--- src/sv/kalman_cv_tracker_2d_unit_assert.svh ---
// assertion macros for the tracker checks
`ifndef KALMAN_CV_TRACKER_2D_UNIT_ASSERT_SVH
`define KALMAN_CV_TRACKER_2D_UNIT_ASSERT_SVH

// condition implies consequence in the same cycle
`define KCTR_ASSERT_NOW(lbl, clk, rstn, ante, cons, msg) \
  lbl: assert property (@(posedge clk) disable iff (!rstn) (ante) |-> (cons)) else $error(msg);

// condition implies consequence in the next cycle
`define KCTR_ASSERT_NEXT(lbl, clk, rstn, ante, cons, msg) \
  lbl: assert property (@(posedge clk) disable iff (!rstn) (ante) |=> (cons)) else $error(msg);

`endif

--- src/sv/kctr_pkg.sv ---
// shared types, constants and fixed point helpers of the tracker
package kctr_pkg;

  localparam int Tracks   = 2;
  localparam int FracBits = 16;
  localparam int IntBits  = 31 - FracBits;
  localparam int QuoW     = 31;
  localparam int RshW     = 65 - FracBits;
  localparam int Words    = 20;
  localparam int LastOp   = 30;
  localparam int AddrW    = 5;

  typedef enum logic [2:0] {
    REG_TIME_STEP    = 3'd0,
    REG_PROC_VAR_POS = 3'd1,
    REG_PROC_VAR_VEL = 3'd2,
    REG_MEAS_VAR_POS = 3'd3,
    REG_INIT_VEL     = 3'd4,
    REG_INIT_VAR_X   = 3'd5,
    REG_INIT_VAR_Y   = 3'd6,
    REG_INIT_VAR_VEL = 3'd7
  } reg_idx_e;

  typedef struct packed {
    logic [30:0]        time_step;
    logic [30:0]        process_var_pos;
    logic [30:0]        process_var_vel;
    logic [30:0]        meas_var_pos;
    logic signed [31:0] init_velocity;
    logic [30:0]        init_var_x;
    logic [30:0]        init_var_y;
    logic [30:0]        init_var_vel;
  } cfg_t;

  typedef struct packed {
    logic               track_id;
    logic signed [31:0] meas_x;
    logic signed [31:0] meas_y;
  } meas_t;

  typedef struct packed {
    logic               out_track;
    logic signed [31:0] est_x;
    logic signed [31:0] est_y;
    logic signed [31:0] est_vx;
    logic signed [31:0] est_vy;
  } est_t;

  typedef struct packed {
    logic busy;
    logic div_busy;
    logic mem_we;
  } stat_t;

  function automatic logic signed [31:0] sat32(input logic signed [65:0] v);
    logic signed [65:0] hi;
    logic signed [65:0] lo;
    hi = 66'sd2147483647;
    lo = -66'sd2147483648;
    if (v > hi) return 32'sh7fff_ffff;
    if (v < lo) return 32'sh8000_0000;
    return v[31:0];
  endfunction

  // saturating 64 bit add or subtract
  function automatic logic signed [63:0] sadd64(input logic signed [63:0] a,
                                                input logic signed [63:0] b,
                                                input logic sub);
    logic [64:0] s;
    s = sub ? ({a[63], a} - {b[63], b}) : ({a[63], a} + {b[63], b});
    if (s[64] != s[63]) return s[64] ? {1'b1, 63'd0} : {1'b0, {63{1'b1}}};
    return s[63:0];
  endfunction

  // round half up, then drop the fraction bits
  function automatic logic signed [RshW-1:0] rshr(input logic signed [63:0] v);
    logic [64:0] t;
    t = {v[63], v} + (65'd1 << (FracBits - 1));
    return t[64:FracBits];
  endfunction

endpackage

--- src/sv/kctr_regs.sv ---
// configuration registers behind the apb port
module kctr_regs (
  input  logic                       clk_i,
  input  logic                       rst_ni,
  input  logic                       psel,
  input  logic                       penable,
  input  logic                       pwrite,
  input  logic [kctr_pkg::AddrW-1:0] paddr,
  input  logic [31:0]                pwdata,
  output logic [31:0]                prdata,
  output logic                       pready,
  output kctr_pkg::cfg_t             cfg_o
);

  kctr_pkg::cfg_t     cfg_q;
  kctr_pkg::reg_idx_e idx;
  logic               wr;

  assign idx    = kctr_pkg::reg_idx_e'(paddr[4:2]);
  assign wr     = psel && penable && pwrite;
  assign pready = 1'b1;
  assign cfg_o  = cfg_q;

  always_ff @(posedge clk_i or negedge rst_ni) begin
    if (!rst_ni) begin
      cfg_q.time_step       <= 31'd6554;
      cfg_q.process_var_pos <= 31'd655;
      cfg_q.process_var_vel <= 31'd6554;
      cfg_q.meas_var_pos    <= 31'd4096;
      cfg_q.init_velocity   <= 32'sd51511;
      cfg_q.init_var_x      <= 31'd13435;
      cfg_q.init_var_y      <= 31'd13271;
      cfg_q.init_var_vel    <= 31'd1638;
    end else if (wr) begin
      unique case (idx)
        kctr_pkg::REG_TIME_STEP:    cfg_q.time_step       <= pwdata[30:0];
        kctr_pkg::REG_PROC_VAR_POS: cfg_q.process_var_pos <= pwdata[30:0];
        kctr_pkg::REG_PROC_VAR_VEL: cfg_q.process_var_vel <= pwdata[30:0];
        kctr_pkg::REG_MEAS_VAR_POS: cfg_q.meas_var_pos    <= pwdata[30:0];
        kctr_pkg::REG_INIT_VEL:     cfg_q.init_velocity   <= $signed(pwdata);
        kctr_pkg::REG_INIT_VAR_X:   cfg_q.init_var_x      <= pwdata[30:0];
        kctr_pkg::REG_INIT_VAR_Y:   cfg_q.init_var_y      <= pwdata[30:0];
        kctr_pkg::REG_INIT_VAR_VEL: cfg_q.init_var_vel    <= pwdata[30:0];
        default: ;
      endcase
    end
  end

  always_comb begin
    unique case (idx)
      kctr_pkg::REG_TIME_STEP:    prdata = {1'b0, cfg_q.time_step};
      kctr_pkg::REG_PROC_VAR_POS: prdata = {1'b0, cfg_q.process_var_pos};
      kctr_pkg::REG_PROC_VAR_VEL: prdata = {1'b0, cfg_q.process_var_vel};
      kctr_pkg::REG_MEAS_VAR_POS: prdata = {1'b0, cfg_q.meas_var_pos};
      kctr_pkg::REG_INIT_VEL:     prdata = cfg_q.init_velocity;
      kctr_pkg::REG_INIT_VAR_X:   prdata = {1'b0, cfg_q.init_var_x};
      kctr_pkg::REG_INIT_VAR_Y:   prdata = {1'b0, cfg_q.init_var_y};
      kctr_pkg::REG_INIT_VAR_VEL: prdata = {1'b0, cfg_q.init_var_vel};
      default:                    prdata = 32'd0;
    endcase
  end

endmodule

--- config.mk ---
export PLATFORM = sky130hd
export DESIGN_NAME = kctr_regs
export DESIGN_NICKNAME = d
export VERILOG_FILES = /design/src/sv/kalman_cv_tracker_2d_unit_assert.svh /design/src/sv/kctr_pkg.sv /design/src/sv/kctr_regs.sv
export SDC_FILE = /design/constraint.sdc
export NUM_CORES = 1
export LEC_CHECK = 0
export BUFFER_PORTS_ARGS = -buffer_cell sky130_fd_sc_hd__buf_2
export CAP_MARGIN = 40
export CORE_UTILIZATION = 52
export DETAILED_ROUTE_END_ITERATION = 6
export HOLD_SLACK_MARGIN = 0.05
export PLACE_DENSITY_LB_ADDON = 0.25
export SLEW_MARGIN = 25
export SYNTH_ARGS = -nofsm -noshare
export SYNTH_HDL_FRONTEND = slang
export SYNTH_SLANG_ARGS = --single-unit
--- constraint.sdc ---
create_clock -name clk_i -period 2 [get_ports clk_i]
set_input_delay 0.4 -clock clk_i [delete_from_list [all_inputs] [get_ports clk_i]]
set_output_delay 0.4 -clock clk_i [all_outputs]
set_load 0.1 [all_outputs]
* Word level (Yosys, flattened, before mapping)
Cells that the tools add are included.
** Word-level totals
- Bits of input ports :: 42
- Register bits :: 249
** Cells by class
- Multiplexer cells :: 1
- Reduce and logical (&&, ||, !) cells :: 11
- Equality and inequality tests :: 7
** Operator list (count)
- $pmux W32 S8 :: 1
- $reduce_and A2 Y1 :: 8
- $eq A3 B3 Y1 const B :: 4
- $eq A3 B2 Y1 const B :: 2
- $eq A3 B1 Y1 const B :: 1
- $logic_not A3 Y1 :: 1
- $logic_and A1 B1 Y1 :: 2

* Longest topological paths before layout
- Word-level depth :: 3
- Gate-level depth with buffers :: 8
- Depth with buffers taken out :: 4

* Worst setup path before layout
No wires, ideal clock.
- Path kind :: reg-to-output
- Start :: register cfg_q (netlist bit cfg_o[124])
- End :: output port prdata[31]
- Stages on the path, launching flop included :: 2
- Required time :: 1.600 ns
- Arrival time :: 3.223 ns
- Setup slack :: -1.623 ns
- Cell sequence :: dfrtp_1 -> nor3b_1
** On the way
- Word-level cells in the longest chain between the ends :: 1
** RTL lines
- start: declaration :: RTL line kctr_regs.sv:15 : kctr_pkg::cfg_t cfg_q;
- $pmux W32 S8 :: RTL line kctr_regs.sv:50 : unique case (idx)
- end: declaration :: RTL line kctr_regs.sv:10 : output logic [31:0] prdata,
No other way between the ends.

* Worst setup path in the final report
- Start :: register cfg_q (netlist bit cfg_o[37])
- End :: output port prdata[6]
Same word-level chain as after synthesis.

==> results by group <==
Synthesis
  – Yosys warns: 0
  – Register bit count reported by yosys: 249
  – Dominant synthesized flop cell: sky130_fd_sc_hd__dfrtp_1
  – Synth unique cells: 34
  – Part of the Yosys area used for sequential elements: 54.4%
  – Instance count of the mapped netlist: between 800 and 900
  – Post-synth EDFFs: 0
  – Synthesized Nets: about 930
  – Average cell area after synthesis: 13.1 um2
  – Post-synthesis instance area: roughly 12000 um2
  – Fraction of registers with async set/reset: 100%

Setup path
  – Critical-path cell with the highest stage delay: sky130_fd_sc_hd__dfstp_4
  – CP max stage delay: ~0.63 ns
  – Required time of the worst setup path: 1.60 ns
  – Maximum fanout along the worst path: 3
  – Worst setup path category: flop to primary output
  – Startpoint Class: flop
  – WP data arrival: between 1.5 and 2 ns
  – Nature of the critical path endpoint: primary output
  – Cell breakdown of the critical path: mux2i_2 > a211oi_2 > a21oi_2 > a21oi_4 > buf_12

Timing
  – PnR worst setup slack: -0.308 ns
  – Worst-Margin Slew: around 0.55 ns
  – Unrepaired setup endpoints after global routing: true
  – Final Max Slew Viols: 0
  – Ratio of final minimum period to clock period: 115%
  – Setup TNS Final: -4.61 ns
  – Final Setup Violations: 31
  – Clock tree skew after final layout: 0 ns
  – Worst hold margin: approximately 0.11 ns
  – Min cycle time layout: between 2 and 2.5 ns
  – Highest clock frequency the design can meet: roughly 430 MHz
  – Worst slew margin relative to its limit: a little under two thirds
  – Final number of hold-violating endpoints: 0

Layout
  – Most used cells in the layout excluding fill and tap cells: 263 x sky130_fd_sc_hd__buf_2, 234 x sky130_fd_sc_hd__mux2_2, 152 x sky130_fd_sc_hd__dfrtp_2, 78 x sky130_fd_sc_hd__buf_4, 62 x sky130_fd_sc_hd__buf_12
  – Area delta synth->final: 45.8%
  – Fraction of final layout cells with drive strength greater than 1: slightly above 80%
  – Total area of sequential cells: approximately 6600 um2
  – Most frequent standard cell in the layout excluding fill and tap cells: sky130_fd_sc_hd__buf_2
  – Count of fill cells added during filler insertion: between 1k and 1.5k
  – Post-Layout Inst Area: between 15000 and 20000 um2
  – Max reg flops: roughly 250
  – Total area of multi-input combinational cells: around 5700 um2
  – Final net count: 1311

Floorplan
  – Top Ports: 324
  – Die X: around 150 um
  – Die area: roughly 23000 um2
  – Vertical die dimension: roughly 150 um
  – Initial Utilization: between 50% and 60%
  – Number of standard-cell rows in the floorplan: 54
  – Floorplan Core Area: 21800 um2

Run
  – # Max-Cap Violations: 0

Clock tree
  – Clock root buffer master: sky130_fd_sc_hd__clkbuf_16
  – CTS H-Tree Depth: 1
  – Clock tree buffer depth: 3
  – Number of buffers created by CTS: 27
  – Clock tree sinks: 249
  – CTS tree: done
  – Clock insertion delay at the later pin of the skew report: 0.52 ns
  – Reg clk slew, reported paths: approximately 0.06 ns

Placed design
  – Total cell area at the placement stage: 15300 um2
  – Count of buffers from port buffering: 320
  – Placer congestion estimate: 0.837
  – Placed wire-length estimate after detailed placement: approximately 24000 um

Pwr
  – Peak supply drop: roughly 1.2 mV
  – Static leakage: about 0.0076 uW
  – Pwr dens: roughly 1500 nW/um2

Global routing
  – Pin count of the biggest net entering global routing: slightly above 70
  – Global-route total usage across every layer: around 30%
  – Via count of the first global-routing pass: between 8k and 9k
  – Global-route wire length before repair: around 52000 um
  – Remaining Overflow, GRT: 0
  – Antenna violations before repair: 0

Routing
  – Total iterations of the first detailed-routing run: 4
  – Final Routed Wirelength: around 35000 um
  – Number of vias per cell after detailed routing: 5.79
  – Routed length on met2: about 17000 um
  – Drc violations: 0
  – Total via count after detailed routing: around 9k
  – Metal3 WL: roughly 2500 um
  – Detailed router's first-iteration violation count: about 370
  – Routed Antenna Nets: 0
  – Detailed-route wire length per cell: between 20 and 25 um
  – Sum of routed wire segments on met1: ~15000 um
  – Uppermost routed layer: met4

Worst hold path
  – Kind of path behind the tightest hold check: primary input to flop

Outcome
  – Outcome: complete, but fails checks
  – Violated checks: setup timing
## routing by layer
| layer | vias to the layer above | global-route usage [%] |
|---|---|---|
| li1 | 3988 | - |
| met1 | 4632 | 40.0 |
| met2 | 382 | 49.0 |
| met3 | 86 | 6.30 |
| met4 | 0 | 10.5 |
| met5 | - | 0 |
## repair_timing
| item | in CTS | in global routing |
|---|---|---|
| endpoints found under the hold margin | 33 | 0 |
| buffers inserted | 16 | 13 |
| setup endpoints to repair | 42 | 43 |
| gates resized for setup | 67 | 58 |
| hold buffers | 1 | 0 |
| cloned | 0 | 1 |
| pin swaps | 33 | 28 |
## synth_stat cells (all sizes together), types with 2 or more instances
cell | count | share of area, %
mux2 | 250 | 24
o21ai | 25 | 1.1
nand2b | 7 | 0.38
nor3b | 26 | 1.7
o22ai | 3 | 0.16
o22a | 4 | 0.30
nor2 | 40 | 1.4
a31oi | 2 | 0.11
nor3 | 2 | 0.23
a22oi | 4 | 0.26
a211oi | 28 | 1.8
a21oi | 51 | 2.2
dfstp | 55 | 12
mux2i | 61 | 5.3
dfrtp | 194 | 42
nand3 | 27 | 1.2
a21o | 2 | 0.13
buf | 50 | 3.0
clkbuf | 16 | 0.52
nand2 | 29 | 0.94
nor2b | 2 | 0.11
## final timing paths
path	startpoint	endpoint	slack (ns)	depth (start not counted)
hold / removal	pwdata[31]	cfg_o[124]$_DFFE_PN0P_	0.11	2
setup / recovery	cfg_o[37]$_DFFE_PN1P_	prdata[6]	-0.31	5
max in group asynchronous	rst_ni	cfg_o[75]$_DFFE_PN1P_	0.90	3
min in group asynchronous	rst_ni	cfg_o[58]$_DFFE_PN0P_	0.35	2
hold reg to reg	cfg_o[58]$_DFFE_PN0P_	cfg_o[58]$_DFFE_PN0P_	0.51	1
setup reg to reg	cfg_o[55]$_DFFE_PN0P_	cfg_o[55]$_DFFE_PN0P_	0.99	3
## power by group
| part | leakage (uW) | internal (uW) | switching (uW) |
|---|---|---|---|
| Combinational | 0.00424 | 2480 | 9760 |
| Sequential | 0.00287 | 6370 | 851 |
| Clock | 0.000482 | 3350 | 1980 |
| Total | 0.00759 | 12200 | 12600 |
## through the flow
step	utilization [%]	std cells	worst slack, ns	total power [uW]
global placement	69.9	1493	-0.138	19000
finish	77.4	1570	-0.308	24800
detailed placement	69.9	1493	-0.165	19100
floorplan	-	885	-0.239	16900
global route	77.4	1569	-0.352	25500
CTS	76.0	1555	-0.372	24700
## cell type report
cell class                 count  share of cell area (%)
sequential                   249                    39.0
multi-input combinational    570                    33.5
timing repair buffer         421                    19.7
clock buffer                  41                    4.90
tap                          280                    2.07
clock inverter                 8                   0.829
antenna                        1                  0.0148
## cells by family (layout without fill, tap and decap cells)
kind of cell	count (synthesis)	count (layout)	share of synthesized area, %
AND/OR/NAND/NOR	136	136	6.22
buffers and inverters	66	470	3.56
multiplexers	311	311	29.6
flip-flops	249	249	54.4
AO/OA/AOI/OAI	122	122	6.28
other	1	2	0.0324
## worst max-delay path: cells and delay by family, from the launching register on
family	cells	cell delay (ns)
compound gates	3	0.49
flops	1	0.63
buf+inv	1	0.19
mux	1	0.07
Power figures use the tool's default switching activity.
